===== src/chbc_pkg.sv =====
// Shared types and constants for the click and hold brightness controller.
package chbc_pkg;

  localparam int CFG_INDEX_W = 3;
  localparam int CFG_DATA_W  = 16;
  localparam int TIMER_W     = 16;
  localparam int LOCKOUT_W   = 10;
  localparam int DUTY_W      = 8;
  localparam int LEVEL_W     = 2;
  localparam int FLASH_W     = 9;
  localparam int DUTY_CNT    = 4;

  typedef enum logic [CFG_INDEX_W-1:0] {
    CFG_HOLD_TIME    = 3'd0,
    CFG_REPEAT_INTVL = 3'd1,
    CFG_HB_PERIOD    = 3'd2,
    CFG_LOCKOUT      = 3'd3,
    CFG_DUTY_0       = 3'd4,
    CFG_DUTY_1       = 3'd5,
    CFG_DUTY_2       = 3'd6,
    CFG_DUTY_3       = 3'd7
  } cfg_reg_t;

  // Flash positions run 1..FLASH_END; lit up to ON1_END and after OFF_END.
  localparam logic [FLASH_W-1:0] FLASH_ON1_END = 9'd150;
  localparam logic [FLASH_W-1:0] FLASH_OFF_END = 9'd250;
  localparam logic [FLASH_W-1:0] FLASH_END     = 9'd400;

  localparam logic [TIMER_W-1:0]   RST_HOLD_TIME    = 16'd500;
  localparam logic [TIMER_W-1:0]   RST_REPEAT_INTVL = 16'd500;
  localparam logic [TIMER_W-1:0]   RST_HB_PERIOD    = 16'd10000;
  localparam logic [LOCKOUT_W-1:0] RST_LOCKOUT      = 10'd300;
  localparam logic [DUTY_W-1:0]    RST_DUTY_0       = 8'd64;
  localparam logic [DUTY_W-1:0]    RST_DUTY_1       = 8'd127;
  localparam logic [DUTY_W-1:0]    RST_DUTY_2       = 8'd191;
  localparam logic [DUTY_W-1:0]    RST_DUTY_3       = 8'd255;

  function automatic logic [TIMER_W-1:0] sat_inc(input logic [TIMER_W-1:0] v);
    return (v == {TIMER_W{1'b1}}) ? v : v + 1'b1;
  endfunction

endpackage


===== src/chbc_heartbeat.sv =====
// Heartbeat period counter and double-flash sequencer.
module chbc_heartbeat (
  input  logic                    clk,
  input  logic                    rst_n,
  input  logic                    advance,
  input  logic [chbc_pkg::TIMER_W-1:0] period,
  output logic                    led_nxt
);
  import chbc_pkg::*;

  logic [TIMER_W-1:0] hb_r, hb_nxt, hb_inc;
  logic [FLASH_W-1:0] flash_r, flash_nxt, flash_adv;

  always_comb begin
    flash_adv = flash_r;
    if (flash_r != '0) begin
      flash_adv = flash_r + 1'b1;
      if (flash_adv > FLASH_END) flash_adv = '0;
    end
    hb_inc    = sat_inc(hb_r);
    hb_nxt    = hb_inc;
    flash_nxt = flash_adv;
    // Restart the flash on every period boundary, even mid-flash.
    if (hb_inc >= period) begin
      hb_nxt    = '0;
      flash_nxt = FLASH_W'(1);
    end
    led_nxt = (flash_nxt != '0) &&
              ((flash_nxt <= FLASH_ON1_END) || (flash_nxt > FLASH_OFF_END));
  end

  always_ff @(posedge clk) begin
    if (!rst_n) begin
      hb_r    <= '0;
      flash_r <= '0;
    end else if (advance) begin
      hb_r    <= hb_nxt;
      flash_r <= flash_nxt;
    end
  end

endmodule


===== src/click_hold_brightness_controller_unit.sv =====
// Top level of the click and hold lamp brightness controller.
//
// Usage: each input beat on in_* is one millisecond tick carrying the
// sampled active-low button pin. A short click toggles the lamp (on starts
// at level 0); a press held for the hold time steps the level at once and
// then every repeat interval while the lamp is on. After a release, samples
// are ignored for the lockout time. A heartbeat LED double-flashes each
// heartbeat period.
//
// Every input beat yields exactly one output beat in the next cycle. The whole
// tick update is one pass of logic from the state registers into the
// result register, so a beat is taken every cycle unless in_stall is high.
// When the receiver raises out_stall the result register holds and in_stall
// rises only while a finished result is still waiting.
// Configuration writes on cfg_* are always ready; write them while idle.
// Synchronous reset restores the default registers, turns the lamp off,
// selects level 0 and stops the heartbeat flash.
module click_hold_brightness_controller_unit #(
  parameter int LEVEL_COUNT = 4
) (
  input  logic                             clk,
  input  logic                             rst_n,
  input  logic                             in_valid,
  output logic                             in_stall,
  input  logic                             in_button_level,
  output logic                             out_valid,
  input  logic                             out_stall,
  output logic [chbc_pkg::DUTY_W-1:0]      out_lamp_duty,
  output logic                             out_heartbeat_led,
  output logic                             out_lamp_is_on,
  output logic [chbc_pkg::LEVEL_W-1:0]     out_current_level,
  output logic                             out_hold_detected,
  input  logic                             cfg_valid,
  output logic                             cfg_ready,
  input  logic [chbc_pkg::CFG_INDEX_W-1:0] cfg_index,
  input  logic [chbc_pkg::CFG_DATA_W-1:0]  cfg_data
);
  import chbc_pkg::*;

  localparam logic [LEVEL_W:0] LEVEL_LAST = (LEVEL_W+1)'(LEVEL_COUNT);

  // Configuration registers
  logic [TIMER_W-1:0]   hold_time_r, repeat_intvl_r, hb_period_r;
  logic [LOCKOUT_W-1:0] lockout_cfg_r;
  logic [DUTY_W-1:0]    duty_r [DUTY_CNT];

  // Button state
  logic                 prev_r, prev_nxt;
  logic [TIMER_W-1:0]   press_r, press_nxt;
  logic                 hold_r, hold_nxt;
  logic                 lamp_r, lamp_nxt;
  logic [LEVEL_W-1:0]   level_r, level_nxt;
  logic [TIMER_W-1:0]   rep_r, rep_nxt;
  logic [LOCKOUT_W-1:0] lock_r, lock_nxt;

  logic accept, led_nxt;
  logic out_valid_r;

  assign cfg_ready = 1'b1;
  assign in_stall  = out_valid_r & out_stall;
  assign accept    = in_valid & ~in_stall;
  assign out_valid = out_valid_r;

  function automatic logic [LEVEL_W-1:0] step_level(input logic [LEVEL_W-1:0] lv);
    logic [LEVEL_W:0] n;
    n = {1'b0, lv} + 1'b1;
    return (n >= LEVEL_LAST) ? '0 : n[LEVEL_W-1:0];
  endfunction

  always_ff @(posedge clk) begin
    if (!rst_n) begin
      hold_time_r    <= RST_HOLD_TIME;
      repeat_intvl_r <= RST_REPEAT_INTVL;
      hb_period_r    <= RST_HB_PERIOD;
      lockout_cfg_r  <= RST_LOCKOUT;
      duty_r[0]      <= RST_DUTY_0;
      duty_r[1]      <= RST_DUTY_1;
      duty_r[2]      <= RST_DUTY_2;
      duty_r[3]      <= RST_DUTY_3;
    end else if (cfg_valid && cfg_ready) begin
      case (cfg_index)
        CFG_HOLD_TIME:    hold_time_r    <= cfg_data;
        CFG_REPEAT_INTVL: repeat_intvl_r <= cfg_data;
        CFG_HB_PERIOD:    hb_period_r    <= cfg_data;
        CFG_LOCKOUT:      lockout_cfg_r  <= cfg_data[LOCKOUT_W-1:0];
        CFG_DUTY_0:       duty_r[0]      <= cfg_data[DUTY_W-1:0];
        CFG_DUTY_1:       duty_r[1]      <= cfg_data[DUTY_W-1:0];
        CFG_DUTY_2:       duty_r[2]      <= cfg_data[DUTY_W-1:0];
        CFG_DUTY_3:       duty_r[3]      <= cfg_data[DUTY_W-1:0];
        default: ;
      endcase
    end
  end

  chbc_heartbeat u_heartbeat (
    .clk     (clk),
    .rst_n   (rst_n),
    .advance (accept),
    .period  (hb_period_r),
    .led_nxt (led_nxt)
  );

  // One tick of the button logic.
  always_comb begin
    prev_nxt  = prev_r;
    press_nxt = press_r;
    hold_nxt  = hold_r;
    lamp_nxt  = lamp_r;
    level_nxt = level_r;
    rep_nxt   = rep_r;
    lock_nxt  = lock_r;
    if (lock_r != '0) begin
      // Ignore the sample and count the lockout down; the edge detector holds.
      lock_nxt = lock_r - 1'b1;
    end else begin
      if (!in_button_level) begin
        if (prev_r) begin
          press_nxt = '0;
          hold_nxt  = 1'b0;
        end else begin
          press_nxt = sat_inc(press_r);
        end
        if (!hold_nxt) begin
          if (press_nxt >= hold_time_r) begin
            hold_nxt = 1'b1;
            if (lamp_r) begin
              level_nxt = step_level(level_r);
              rep_nxt   = '0;
            end
          end
        end else if (lamp_r) begin
          rep_nxt = sat_inc(rep_r);
          if (rep_nxt >= repeat_intvl_r) begin
            level_nxt = step_level(level_r);
            rep_nxt   = '0;
          end
        end
      end else if (!prev_r) begin
        // Release edge: a hold just ends, a short click toggles the lamp; the lockout starts.
        if (hold_r) begin
          hold_nxt = 1'b0;
        end else if (press_r < hold_time_r) begin
          lamp_nxt = ~lamp_r;
          if (!lamp_r) level_nxt = '0;
        end
        lock_nxt = lockout_cfg_r;
      end
      prev_nxt = in_button_level;
    end
  end

  always_ff @(posedge clk) begin
    if (!rst_n) begin
      prev_r  <= 1'b1;
      press_r <= '0;
      hold_r  <= 1'b0;
      lamp_r  <= 1'b0;
      level_r <= '0;
      rep_r   <= '0;
      lock_r  <= '0;
    end else if (accept) begin
      prev_r  <= prev_nxt;
      press_r <= press_nxt;
      hold_r  <= hold_nxt;
      lamp_r  <= lamp_nxt;
      level_r <= level_nxt;
      rep_r   <= rep_nxt;
      lock_r  <= lock_nxt;
    end
  end

  // Result register: load on every accepted tick, hold while stalled.
  always_ff @(posedge clk) begin
    if (!rst_n) begin
      out_valid_r <= 1'b0;
    end else if (accept) begin
      out_valid_r <= 1'b1;
    end else if (!out_stall) begin
      out_valid_r <= 1'b0;
    end
  end

  always_ff @(posedge clk) begin
    if (accept) begin
      out_lamp_duty     <= lamp_nxt ? duty_r[level_nxt] : '0;
      out_heartbeat_led <= led_nxt;
      out_lamp_is_on    <= lamp_nxt;
      out_current_level <= level_nxt;
      out_hold_detected <= hold_nxt;
    end
  end

endmodule

===== config.mk =====
export PLATFORM = sky130hd
export DESIGN_NAME = click_hold_brightness_controller_unit
export DESIGN_NICKNAME = d
export VERILOG_FILES = /design/src/chbc_pkg.sv /design/src/chbc_heartbeat.sv /design/src/click_hold_brightness_controller_unit.sv
export SDC_FILE = /design/constraint.sdc
export NUM_CORES = 1
export LEC_CHECK = 0
export BUFFER_PORTS_ARGS = -buffer_cell sky130_fd_sc_hd__clkbuf_2
export CELL_PAD_IN_SITES_DETAIL_PLACEMENT = 1
export CELL_PAD_IN_SITES_GLOBAL_PLACEMENT = 1
export CORE_MARGIN = 4
export CORE_UTILIZATION = 43
export CTS_CLUSTER_DIAMETER = 40
export DETAILED_ROUTE_END_ITERATION = 8
export GPL_ROUTABILITY_DRIVEN = 0
export PLACE_DENSITY = 0.85
export RECOVER_POWER = 25
export SYNTH_ARGS = -nofsm -noshare
export SYNTH_HDL_FRONTEND = slang
export SYNTH_SLANG_ARGS = --single-unit
export TNS_END_PERCENT = 20

===== constraint.sdc =====
create_clock -name clk -period 3.8 [get_ports clk]
set_input_delay 0 -clock clk [delete_from_list [all_inputs] [get_ports clk]]
set_output_delay 0 -clock clk [all_outputs]
set_load 0.05 [all_outputs]

After elaboration in Yosys (flattened, before gate mapping) --
Memories as Yosys holds them, arrays and structs flattened. A register that Yosys moved wholly into a read port is not among the register bits. Cells that the tools add are included.
Word-level totals: bits in read-only memories 0, output and inout bits 16, memory bits (writable) 32, bits in latches 0, logic and storage cells 140, memories kept 1, bits of input ports 25, register bits after elaboration 136
Cells by class: multiply operators 0, bitwise gates (word level) 10, magnitude comparators 8, equal/unequal tests 14, reduce and logical (&&, ||, !) cells 17, $add $sub $neg 6, shifts and indexed selects 0, divide/modulo/power cells 0, multiplexer cells 66
Memories:
- duty_r | words 4, width 8, read ports 1, clocked after memory_dff 1, wr ports 4, RTL line click_hold_brightness_controller_unit.sv:45 | logic [DUTY_W-1:0] duty_r [DUTY_CNT];
Operator list (count):
- two-way mux 16 bit | 12
- adder 16 x 1 -> 16 bit, second input constant | 3
- equality test 16 bit, second input constant | 3
- greater-or-equal comparator 16 bit | 3
- two-way mux 1 bit | 32
- two-way mux 8 bit | 4
- two-way mux 10 bit | 3
- two-way mux 9 bit | 3
- two-way mux 2 bit | 12
- nonzero test 9 bit | 2
- less-than comparator 16 bit | 1
- equality test 3 bit, second input constant | 4
- AND reduction 2 bit | 5
- nonzero test 10 bit | 1
- subtractor 10 x 1 -> 10 bit, second input constant | 1
- adder 9 x 1 -> 9 bit, second input constant | 1
- greater-than comparator 9 x 8 -> 1 bit, second input constant | 1
- greater-than comparator 9 bit, second input constant | 1
- <= comparator 9 x 8 -> 1 bit, second input constant | 1
- equality test 3 x 2 -> 1 bit, second input constant | 2
- AND reduction 3 bit | 2
- AND reduction 6 bit | 1
- inequality test 2 x 1 -> 1 bit, second input constant | 2
- inequality test 2 bit, second input constant | 2
- other kinds (11) | 19

Depth between registers and ports, before layout --
Gate-level depths: netlist of run 1.
depth in word-level cells 10, mapped depth 20, depth with buffers taken out 16

Cells and area by module --
Synthesis of run 1 repeated with hierarchy kept, for this count alone.
Unflattened totals: cell total of the unflattened synthesis 1260, area, all modules 10596.4 sq um
Modules (own cells, without submodules):
- click_hold_brightness_controller_unit | cells an instance 922, area each 7965.1 sq um, sequential area each 3473.3 sq um, instances 1
- chbc_heartbeat | cells an instance 338, area each 2631.3 sq um, sequential area each 500.5 sq um, instances 1

Worst setup path after synthesis of run 1 --
Ideal clock, no wire load.
path kind register to register, start register press_r[4], end register out_lamp_duty[0] in the netlist's numbering, read port of duty_r (data pin), cell stages (with the launch flop) 21, arrival 3788 ps, period minus slack after synthesis 4055 ps, library setup time 267 ps, buffers on the path 4, path slack -255 ps, required time 3533 ps, path through dfxtp_1 > buf_2 > and4_1 > and4_1 > nand4_1 > or2_1 > buf_2 > nand2_1 > xor2_1 > nor2_1 > ha_1 > o21a_1 > a21oi_1 > a2111oi_2 > o211ai_1 > a2111o_1 > o211ai_2 > buf_6 > buf_12 > mux2i_1 > o22ai_1
On the way: longest elaborated chain between the ends 10, elaborated cells between the ends (all ways) 21, classes of those cells 1 x add/sub; 2 x order compare; 1 x eq/ne; 16 x mux; 1 x reduce/logical
Ends and longest elaborated chain:
- start, declared | RTL line click_hold_brightness_controller_unit.sv:49 | logic [TIMER_W-1:0] press_r, press_nxt;
- start signal, assigned | RTL line click_hold_brightness_controller_unit.sv:163 | press_r <= press_nxt;
- adder 16 x 1 -> 16 bit or equality test 16 bit (tied branches) | RTL line chbc_pkg.sv:39 | return (v == {TIMER_W{1'b1}}) ? v : v + 1'b1;
- two-way mux 16 bit | RTL line chbc_pkg.sv:39
- two-way mux 16 bit | RTL line click_hold_brightness_controller_unit.sv:117 | if (prev_r) begin
- two-way mux 16 bit | RTL line click_hold_brightness_controller_unit.sv:116 | if (!in_button_level) begin
- two-way mux 16 bit | RTL line click_hold_brightness_controller_unit.sv:112 | if (lock_r != '0) begin
- greater-or-equal comparator 16 bit | RTL line click_hold_brightness_controller_unit.sv:124 | if (press_nxt >= hold_time_r) begin
- two-way mux 2 bit | RTL line click_hold_brightness_controller_unit.sv:124
- two-way mux 2 bit | RTL line click_hold_brightness_controller_unit.sv:123 | if (!hold_nxt) begin
- two-way mux 2 bit (*) | RTL line click_hold_brightness_controller_unit.sv:116
- two-way mux 2 bit (*) | RTL line click_hold_brightness_controller_unit.sv:112
- via level_nxt[0] | RTL line click_hold_brightness_controller_unit.sv:52 | logic [LEVEL_W-1:0] level_r, level_nxt;
- end, declared | RTL line click_hold_brightness_controller_unit.sv:28 | output logic [chbc_pkg::DUTY_W-1:0] out_lamp_duty,
The timed path passes the listed nets; every way through them passes the cells marked *. The select of a mux whose other input is x is not followed. A chain may end at the register's enable or synchronous reset.

Worst setup path after layout of run 1 --
start register press_r[5], end register out_lamp_duty[4] in the netlist's numbering, read port of duty_r (data pin)
On the way: longest elaborated chain between the ends 10, elaborated cells between the ends (all ways) 21, classes of those cells 1 x add/sub; 2 x order compare; 1 x eq/ne; 16 x mux; 1 x reduce/logical
Ends and longest elaborated chain (RTL line):
- adder 16 x 1 -> 16 bit or equality test 16 bit (tied branches) | chbc_pkg.sv:39
- two-way mux 16 bit | chbc_pkg.sv:39
- two-way mux 16 bit | click_hold_brightness_controller_unit.sv:117
- two-way mux 16 bit | click_hold_brightness_controller_unit.sv:116
- two-way mux 16 bit | click_hold_brightness_controller_unit.sv:112
- greater-or-equal comparator 16 bit | click_hold_brightness_controller_unit.sv:124
- two-way mux 2 bit | click_hold_brightness_controller_unit.sv:124
- two-way mux 2 bit | click_hold_brightness_controller_unit.sv:123
- two-way mux 2 bit | click_hold_brightness_controller_unit.sv:116
- two-way mux 2 bit | click_hold_brightness_controller_unit.sv:112
Several ways; a longest one is shown, not always the timed one. The select of a mux whose other input is x is not followed.

==> metrics.txt, run 1 <==
# TYPE chip_impl_metric gauge
chip_impl_metric{name="slew_limit_headroom",unit="%"} -46.5
chip_impl_metric{name="internal-power",unit="uW"} 3180
chip_impl_info{name="netlist_top_cells_area",value="dfxtp_1, edfxtp_1, ha_1"} 1
chip_impl_info{name="hold_path_startpoint",value="cfg_index[0]"} 1
chip_impl_metric{name="drt_first_iter_violations",unit=""} 959
chip_impl_metric{name="mappedNetlistNets",unit=""} 1334
chip_impl_metric{name="nets",unit=""} 1442
chip_impl_metric{name="seq_area_frac_synth",unit="%"} 38.4
chip_impl_metric{name="routed-via-count",unit=""} 10400
chip_impl_metric{name="gr-total-overflow",unit=""} 0
chip_impl_metric{name="switching_share",unit="%"} 34.3
chip_impl_metric{name="post-route-worst-setup-slack",unit="ps"} -681
chip_impl_metric{name="clk_path_buf_depth",unit=""} 2
chip_impl_metric{name="grt_usage",unit="%"} 28.2
chip_impl_metric{name="grt_start_max_net_pins",unit=""} 47
chip_impl_metric{name="postLayoutCellArea",unit="um^2"} 12400
chip_impl_info{name="rsz0062_at_grt",value="yes"} 1
chip_impl_metric{name="core_area",unit="um^2"} 23600
chip_impl_metric{name="grt_pass1_wl",unit="um"} 59100
chip_impl_metric{name="cts-buffers-inserted",unit=""} 17
chip_impl_metric{name="routed_via_density",unit=""} 6.17
chip_impl_metric{name="design.die.area",unit="um^2"} 26600
chip_impl_metric{name="setup_viol_count_final",unit=""} 30
chip_impl_metric{name="timing.critical_path.slowest_cell_delay",unit="ps"} 380
chip_impl_metric{name="floorplan.initialDensity",unit="%"} 43.8
chip_impl_info{name="cp_slowest_cell",value="ha_1"} 1
chip_impl_metric{name="yosysUniqueCellTypes",unit=""} 79
chip_impl_metric{name="synthCells",unit=""} 1239
chip_impl_metric{name="routed_wl",unit="um"} 38600
chip_impl_metric{name="first_pass_iters",unit=""} 5
chip_impl_metric{name="avgSynthCellArea",unit="um^2"} 8.36
chip_impl_info{name="synthFlopType",value="dfxtp_1"} 1
chip_impl_metric{name="io_buffer_count",unit=""} 39
chip_impl_metric{name="powerDensity",unit="nW/um^2"} 389
chip_impl_metric{name="ir_drop",unit="mV"} 0.271
chip_impl_metric{name="drc",unit=""} 0
chip_impl_metric{name="synth-warning-count",unit=""} 0
chip_impl_metric{name="antennaDiodeCount",unit=""} 0
chip_impl_metric{name="final.min_clock_period",unit="ps"} 4480
chip_impl_info{name="outcome",value="complete, but fails checks"} 1
chip_impl_metric{name="synth_enable_flop_cells",unit=""} 45
chip_impl_info{name="critical_path_endpoint_category",value="flip-flop"} 1
chip_impl_metric{name="cp_data_arrival_time",unit="ps"} 4750
chip_impl_metric{name="max_slew.worst_pin.slew",unit="ps"} 2200
chip_impl_metric{name="power.net_switching",unit="uW"} 1660
chip_impl_metric{name="route.detailed.wl_per_inst",unit="um"} 23.0
chip_impl_metric{name="layout_worst_path_cycle_share",unit="%"} 118
chip_impl_metric{name="filler_cell_count",unit=""} 2794
chip_impl_info{name="critical_path.cell_chain",value="and4_4 > and4_4 > nand4_1 > o21a_2 > and2_1 > xnor2_1 > nor2_1 > ha_1 > nand4_1 > a21oi_1 > or3_1 > o211ai_1 > a21oi_2 > buf_4 > mux2i_4 > a21bo_4 > o22ai_1"} 1
chip_impl_metric{name="dp_hpwl",unit="um"} 23300
chip_impl_metric{name="final_layout_size_suffix_gt1_share",unit="%"} 16.6
chip_impl_metric{name="asyncSetResetFlopFracSynth",unit="%"} 0
chip_impl_metric{name="area_growth_from_synthesis_to_final_layout",unit="%"} 20.2
chip_impl_info{name="clockRootBuffer",value="clkbuf_16"} 1
chip_impl_metric{name="place_area",unit="um^2"} 11300
chip_impl_metric{name="worst-path-max-fanout",unit=""} 8
chip_impl_metric{name="antenna_found_initial",unit=""} 0
chip_impl_info{name="violations",value="max-capacitance violations, max-slew violations, negative setup slack"} 1
chip_impl_info{name="worst_path_dominant_cell_family",value="simple AND/OR/NAND/NOR gates"} 1
chip_impl_metric{name="layout.core_utilization",unit="%"} 52.7
chip_impl_metric{name="clk_pin_slew",unit="ps"} 80
chip_impl_metric{name="worstSkewPairLatency",unit="ps"} 450
chip_impl_metric{name="maxSlewViolCount",unit=""} 111
chip_impl_metric{name="power_frac_seq",unit="%"} 43.8
chip_impl_metric{name="worst_setup_slack_for_register_to_register_paths",unit="ps"} -680
chip_impl_info{name="netlist.top_cell.by_area",value="dfxtp_1"} 1
chip_impl_metric{name="worst-path-buf-inv",unit=""} 1
chip_impl_info{name="tritoncts",value="done"} 1
chip_impl_metric{name="fraction_of_power_consumed_by_combinational_cells",unit="%"} 19.0
chip_impl_metric{name="cts_sinks",unit=""} 176
chip_impl_metric{name="leak_pwr",unit="uW"} 0.00484
chip_impl_metric{name="drtAntennaViolNets",unit=""} 0
chip_impl_info{name="rr_startpoint",value="press_r[5]$_SDFFE_PN0P_"} 1
chip_impl_info{name="path_class",value="flip-flop to flip-flop"} 1
chip_impl_metric{name="via_count_of_the_first_global_routing_pass",unit=""} 10800
chip_impl_metric{name="skew",unit="ps"} 15.6
chip_impl_info{name="worstSetupStartpointType",value="flip-flop"} 1
chip_impl_metric{name="max_freq",unit="MHz"} 223
chip_impl_info{name="setup.worst_path.start",value="press_r[5]$_SDFFE_PN0P_"} 1
chip_impl_metric{name="ff2ff_path_depth",unit=""} 17
chip_impl_metric{name="synthDominantCellAreaShare",unit="%"} 25.3
chip_impl_info{name="hold_path_class",value="input port to flip-flop"} 1
chip_impl_info{name="min_to",value="duty_r[0][6]$_SDFFCE_PN1P_"} 1
chip_impl_metric{name="worstHoldPathCells",unit=""} 3
chip_impl_metric{name="number_of_hold_violations_in_the_final_report",unit=""} 0
chip_impl_info{name="r2r-end",value="out_lamp_duty[4]$_SDFFCE_PN0P_"} 1
chip_impl_metric{name="placement_rows",unit=""} 56
chip_impl_metric{name="die-width",unit="um"} 163
chip_impl_metric{name="die_y_extent",unit="um"} 163
chip_impl_metric{name="postSynthRegisterBits",unit=""} 176
chip_impl_metric{name="power.clock.fraction",unit="%"} 37.3
chip_impl_metric{name="worst_ep_required_time",unit="ps"} 4070
chip_impl_metric{name="netlist_area",unit="um^2"} 10400
chip_impl_metric{name="io_pins",unit=""} 41
chip_impl_metric{name="htree_num_levels",unit=""} 4
chip_impl_metric{name="drv.max_cap_violation_count",unit=""} 3
-- per-stage QoR --
step / TNS [ps] / instances / hold slack (ps) / setup slack, ps / total power (uW)
finish: -10030 / 1679 / 154 / -681 / 4840
global route: -14340 / 1679 / 158 / -754 / 5010
CTS: -2540 / 1679 / 83.0 / -317 / 4790
detailed placement: -2150 / 1603 / 237 / -306 / 2980
global placement: -414 / 1603 / 227 / -59.4 / 2940
floorplan: -595 / 1239 / 124 / -74.7 / 2700
-- metal layers --
metal | routed length [um] | up-vias | global-route usage (%)
met2 | 18900 | 488 | 49.1
met1 | 15200 | 5081 | 34.0
met5 | 0 | - | 0
li1 | - | 4611 | -
met3 | 2350 | 179 | 4.01
met4 | 2120 | 0 | 13.9
-- worst register-to-register path: stages, from the launching register on --
cell	delay, ps
dfxtp_2	340
and4_4	230
and4_4	210
nand4_1	210
o21a_2	310
and2_1	220
xnor2_1	220
nor2_1	120
ha_1	380
nand4_1	200
a21oi_1	90
or3_1	360
o211ai_1	350
a21oi_2	140
buf_4	200
mux2i_4	200
a21bo_4	280
o22ai_1	250
-- power by group through the flow --
stage	Clock [uW]	Combinational (uW)	Sequential (uW)
global placement	0	793	2140
finish	1810	918	2120
detailed placement	0	833	2150
floorplan	0	539	2160
global route	1900	988	2130
CTS	1810	870	2110
-- sequential cells by signal, summed over array words and instances (netlist names), 16 cells and up --
register	cells
hold_time_r	16
hb_period_r	16
duty_r	32
u_heartbeat.hb_r	16
press_r	16
rep_r	16
repeat_intvl_r	16
-- Yosys cell counts, drive strengths merged, types with 2 or more instances --
cell,count
a2111oi,3
a211oi,8
a21o,13
a21oi,108
a22oi,9
a2bb2oi,3
a311oi,8
a31oi,9
and2,16
and3,12
and4,7
buf,19
clkbuf,54
dfxtp,131
edfxtp,45
ha,70
inv,65
mux2,6
mux2i,24
nand2,191
nand2b,18
nand3,55
nand3b,5
nand4,20
nor2,82
nor2b,4
nor3,31
nor3b,7
nor4,8
o211ai,24
o21a,14
o21ai,52
o22ai,13
o31ai,4
o41ai,2
or2,2
or3,34
or4,3
or4b,2
xnor2,25
xor2,18
-- layout by cell type, fill, tap and decap left out, drive strengths merged, types with 9 or more instances in the layout --
master,synthesis,layout
o22ai,13,13
dfxtp,131,131
nand2,191,191
a21oi,108,108
xnor2,25,25
nand2b,18,18
buf,19,100
nor2,82,82
inv,65,75
and2,16,16
xor2,18,18
dlygate4sd3,0,20
o21a,14,14
edfxtp,45,45
o211ai,24,24
a22oi,9,9
nor3,31,31
o21ai,52,52
or3,34,34
nand4,20,20
clkbuf,54,59
and3,12,12
mux2i,24,24
ha,70,70
a21o,13,13
nand3,55,55
a31oi,9,9
-- how the worst max path moves through the flow --
stage                                                 to  slack [ps]  cells after the start
after floorplan           out_lamp_duty[0]$_SDFFCE_PN0P_         -70                     20
after global placement    out_lamp_duty[6]$_SDFFCE_PN0P_         -60                     17
after detailed placement  out_lamp_duty[6]$_SDFFCE_PN0P_        -310                     17
after CTS                 out_lamp_duty[6]$_SDFFCE_PN0P_        -320                     19
after global routing      out_lamp_duty[4]$_SDFFCE_PN0P_        -750                     17
final                     out_lamp_duty[4]$_SDFFCE_PN0P_        -680                     17
-- logic make-up after synthesis --
group                    Yosys count  share of synthesized area (%)
AND/OR/NAND/NOR                  498                           24.0
other                              1                         0.0362
AO/OA/AOI/OAI                    282                           16.9
multiplexers                      30                           2.97
flip-flops                       176                           38.4
buffers and inverters            139                           5.61
XOR/XNOR                          43                           3.64
adder cells (fa/ha/maj)           70                           8.46
-- what timing repair did --
item | CTS | global route
endpoints found under the hold margin | 55 | 0
pin swaps | 18 | 22
gates resized for setup | 10 | 43
endpoints found under the setup margin | 9 | 57
gates cloned | 1 | 0
hold buffers | 20 | 0
setup buffers | 23 | 7
-- layout make-up --
cell class                      count  area [um^2]  share of cell area, %
Multi-Input combinational cell    924         6050                   48.6
Sequential cell                   176         3990                   32.0
Timing Repair Buffer              162         1170                   9.44
Clock buffer                       17          425                   3.42
Tap cell                          319          399                   3.21
Inverter                           66          248                   1.99
Clock inverter                     15          160                   1.29
No activity file was read; power rests on OpenSTA's default activity.
==> inputs of run 2 (changes only) <==
--- a/config.mk
+++ b/config.mk
@@ -8,6 +8,7 @@
 export BUFFER_PORTS_ARGS = -buffer_cell sky130_fd_sc_hd__clkbuf_2
 export CELL_PAD_IN_SITES_DETAIL_PLACEMENT = 1
 export CELL_PAD_IN_SITES_GLOBAL_PLACEMENT = 1
+export CORE_ASPECT_RATIO = 0.7
 export CORE_MARGIN = 4
 export CORE_UTILIZATION = 43
 export CTS_CLUSTER_DIAMETER = 40
==> run 2 against run 1 <==
Net effect:
- the flow still finishes with violations (max-capacitance violations, max-slew violations, negative setup slack)
- critical path depth rose by 2
- highest routed layer unchanged
- critical path type unchanged
- combinational power rose by 1%
- first-iteration DRC count fell by 29%
- sequential cell count did not move
- clock-buffer cell count rose by 1
- core utilization barely moved
- worst setup slack improved by 190 ps
- power rose by 0.44%
==> metrics.txt, run 2 (synthesized netlist as in run 1, its figures left out) <==
# TYPE chip_impl_metric gauge
chip_impl_metric{name="ir_drop",unit="mV"} 0.345
chip_impl_metric{name="grt_usage",unit="%"} 26.7
chip_impl_info{name="max_flop_register",value="duty_r"} 1
chip_impl_metric{name="max_slew.worst_pin.slew",unit="ps"} 2570
chip_impl_metric{name="htree_num_levels",unit=""} 4
chip_impl_metric{name="power.net_switching",unit="uW"} 1570
chip_impl_metric{name="drtAntennaViolNets",unit=""} 0
chip_impl_info{name="worstSetupStartpointType",value="flip-flop"} 1
chip_impl_info{name="hold_path_class",value="input port to flip-flop"} 1
chip_impl_metric{name="grt_start_max_net_pins",unit=""} 46
chip_impl_metric{name="via_count_of_the_first_global_routing_pass",unit=""} 10500
chip_impl_metric{name="drt_first_iter_violations",unit=""} 680
chip_impl_metric{name="first_pass_iters",unit=""} 5
chip_impl_metric{name="setup_viol_count_final",unit=""} 22
chip_impl_info{name="highest-signal-layer",value="met4"} 1
chip_impl_metric{name="antenna_found_initial",unit=""} 0
chip_impl_metric{name="clk_path_buf_depth",unit=""} 2
chip_impl_metric{name="floorplan.initialDensity",unit="%"} 43.8
chip_impl_metric{name="final_layout_size_suffix_gt1_share",unit="%"} 17.9
chip_impl_metric{name="power.clock.fraction",unit="%"} 37.4
chip_impl_metric{name="fraction_of_power_consumed_by_combinational_cells",unit="%"} 19.1
chip_impl_metric{name="switching_share",unit="%"} 32.3
chip_impl_metric{name="core_area",unit="um^2"} 23600
chip_impl_metric{name="ff2ff_path_depth",unit=""} 19
chip_impl_metric{name="timing.critical_path.slowest_cell_delay",unit="ps"} 400
chip_impl_info{name="critical_path_endpoint_category",value="flip-flop"} 1
chip_impl_metric{name="routed-via-count",unit=""} 9975
chip_impl_metric{name="layout.core_utilization",unit="%"} 52.7
chip_impl_metric{name="gr-total-overflow",unit=""} 0
chip_impl_info{name="clockRootBuffer",value="clkbuf_16"} 1
chip_impl_metric{name="post-route-worst-setup-slack",unit="ps"} -486
chip_impl_metric{name="largest_reg_flops",unit=""} 32
chip_impl_info{name="crit_top_cell",value="buf_4"} 1
chip_impl_metric{name="clk_pin_slew",unit="ps"} 70
chip_impl_metric{name="whs",unit="ps"} 153
chip_impl_info{name="r2r-end",value="out_lamp_duty[2]$_SDFFCE_PN0P_"} 1
chip_impl_metric{name="drc",unit=""} 0
chip_impl_metric{name="route.detailed.wl_per_inst",unit="um"} 21.6
chip_impl_metric{name="area_growth_from_synthesis_to_final_layout",unit="%"} 20.4
chip_impl_metric{name="nets",unit=""} 1442
chip_impl_metric{name="multi_input_comb_area",unit="um^2"} 6070
chip_impl_metric{name="cp_data_arrival_time",unit="ps"} 4570
chip_impl_metric{name="routed_via_density",unit=""} 5.94
chip_impl_metric{name="worst_ep_required_time",unit="ps"} 4080
chip_impl_info{name="hold_path_startpoint",value="cfg_index[1]"} 1
chip_impl_info{name="layout_commonest_cell",value="nand2_1"} 1
chip_impl_metric{name="layout_worst_path_cycle_share",unit="%"} 113
chip_impl_metric{name="internal-power",unit="uW"} 3290
chip_impl_info{name="critical_path.cell_chain",value="and4_4 > and4_4 > nand4_1 > o21a_1 > and3_4 > xnor2_2 > nor2_1 > ha_1 > a211oi_2 > nor2_1 > or3_4 > o211ai_1 > a21oi_2 > buf_4 > mux2i_1 > buf_4 > nand3_1 > buf_4 > o22ai_2"} 1
chip_impl_metric{name="worstSkewPairLatency",unit="ps"} 450
chip_impl_metric{name="worst-path-max-fanout",unit=""} 8
chip_impl_metric{name="drv.max_cap_violation_count",unit=""} 1
chip_impl_info{name="rr_startpoint",value="press_r[4]$_SDFFE_PN0P_"} 1
chip_impl_metric{name="final.min_clock_period",unit="ps"} 4290
chip_impl_metric{name="max_freq",unit="MHz"} 233
chip_impl_info{name="outcome",value="complete, but fails checks"} 1
chip_impl_metric{name="antennaDiodeCount",unit=""} 0
chip_impl_info{name="final_cell_mix",value="nand2_1, dfxtp_1, a21oi_1"} 1
chip_impl_info{name="violations",value="max-capacitance violations, max-slew violations, negative setup slack"} 1
chip_impl_info{name="cp_slowest_cell",value="or3_4"} 1
chip_impl_metric{name="grt_pass1_wl",unit="um"} 57000
chip_impl_metric{name="powerDensity",unit="nW/um^2"} 390
chip_impl_metric{name="cts-buffers-inserted",unit=""} 17
chip_impl_info{name="tritoncts",value="done"} 1
chip_impl_info{name="rsz0062_at_grt",value="yes"} 1
chip_impl_metric{name="maxSlewViolCount",unit=""} 46
chip_impl_metric{name="routed_wl",unit="um"} 36300
chip_impl_metric{name="wl_met2",unit="um"} 17300
chip_impl_metric{name="power_frac_seq",unit="%"} 43.6
chip_impl_metric{name="sequential_cell_area",unit="um^2"} 3980
chip_impl_metric{name="worst_setup_slack_for_register_to_register_paths",unit="ps"} -490
chip_impl_metric{name="design.die.area",unit="um^2"} 26700
chip_impl_metric{name="die_y_extent",unit="um"} 138
chip_impl_metric{name="die-width",unit="um"} 193
chip_impl_metric{name="number_of_hold_violations_in_the_final_report",unit=""} 0
chip_impl_metric{name="cts_sinks",unit=""} 176
chip_impl_info{name="min_to",value="duty_r[0][6]$_SDFFCE_PN1P_"} 1
chip_impl_info{name="path_class",value="flip-flop to flip-flop"} 1
chip_impl_metric{name="leak_pwr",unit="uW"} 0.00489
chip_impl_metric{name="placement_rows",unit=""} 47
chip_impl_metric{name="io_pins",unit=""} 41
chip_impl_metric{name="detailroute.wirelength.met3",unit="um"} 2270
chip_impl_metric{name="dp_hpwl",unit="um"} 23700
chip_impl_metric{name="io_buffer_count",unit=""} 39
chip_impl_metric{name="slew_limit_headroom",unit="%"} -71.1
chip_impl_metric{name="filler_cell_count",unit=""} 2806
chip_impl_metric{name="routedLengthMet1",unit="um"} 15700
chip_impl_metric{name="skew",unit="ps"} 16.1
chip_impl_metric{name="worstHoldPathCells",unit=""} 3
==> run 2: changes by cell type in the layout (fill, tap and decap cells not counted), moves of 3 or more <==
cell | previous run | this run
mux2i_2 | 3 | 6
dfxtp_1 | 124 | 127
clkbuf_1 | 21 | 12
clkbuf_2 | 21 | 35
mux2i_1 | 20 | 16
buf_4 | 94 | 91
inv_8 | 6 | 2
xnor2_2 | 0 | 3
==> run 2: final cells by class <==
| class | instances | area share [%] |
|---|---|---|
| multi-input cells | 924 | 48.7 |
| well taps | 318 | 3.19 |
| clock inverters | 14 | 1.26 |
| clock buffers | 18 | 3.44 |
| flip-flops and latches | 176 | 31.9 |
| repair buffers | 162 | 9.50 |
| inverters | 66 | 1.99 |
==> run 2: power by group through the flow <==
stage / clock network [uW] / registers, uW / logic, uW
floorplan: 0 / 2160 / 539
global placement: 0 / 2140 / 797
global route: 1910 / 2130 / 1000
detailed placement: 0 / 2140 / 850
CTS: 1830 / 2100 / 881
finish: 1820 / 2120 / 927
==> run 2: metal layers <==
metal,up-vias,global-route usage (%)
li1,4613,-
met5,-,0
met4,0,9.20
met2,360,45.7
met3,74,4.86
met1,4928,34.5
==> run 2: worst max-delay path by stage <==
stage                                  startpoint                              to  cells after the start  slack, ps
after floorplan           press_r[4]$_SDFFE_PN0P_  out_lamp_duty[0]$_SDFFCE_PN0P_                     20        -70
after global placement    press_r[7]$_SDFFE_PN0P_  out_lamp_duty[6]$_SDFFCE_PN0P_                     17        -40
after detailed placement  press_r[7]$_SDFFE_PN0P_  out_lamp_duty[2]$_SDFFCE_PN0P_                     16       -270
after CTS                 press_r[4]$_SDFFE_PN0P_  out_lamp_duty[2]$_SDFFCE_PN0P_                     18       -280
after global routing      press_r[6]$_SDFFE_PN0P_  out_lamp_duty[0]$_SDFFCE_PN0P_                     17       -640
final                     press_r[4]$_SDFFE_PN0P_  out_lamp_duty[2]$_SDFFCE_PN0P_                     19       -490
==> run 2: worst max-delay path, delay by kind of cell (launching register included) <==
family                   cells  cell delay (ps)
AO/OA/AOI/OAI                5             1060
XOR/XNOR                     1              120
adder cells (fa/ha/maj)      1              350
buffers and inverters        3              590
flip-flops                   1              340
multiplexers                 1              210
AND/OR/NAND/NOR              8             1420
==> run 2: stage by stage <==
step	cell area (um^2)	power, uW	cells	setup slack (ps)	TNS, ps
after floorplan	10400	2700	1239	-74.7	-595
after global placement	11400	2930	1615	-36.3	-222
after detailed placement	11400	2990	1615	-266	-1890
after CTS	12300	4810	1676	-284	-2120
after global routing	12500	5040	1678	-641	-10060
final	12500	4860	1678	-486	-5310
==> run 2: timing repair <==
item / in CTS / in global routing
gates resized for setup: 13 / 45
buffers inserted: 9 / 5
pin swaps: 18 / 35
cloned: 2 / 0
hold endpoints to repair: 50 / 0
endpoints found under the setup margin: 13 / 52
hold buffers: 18 / 0
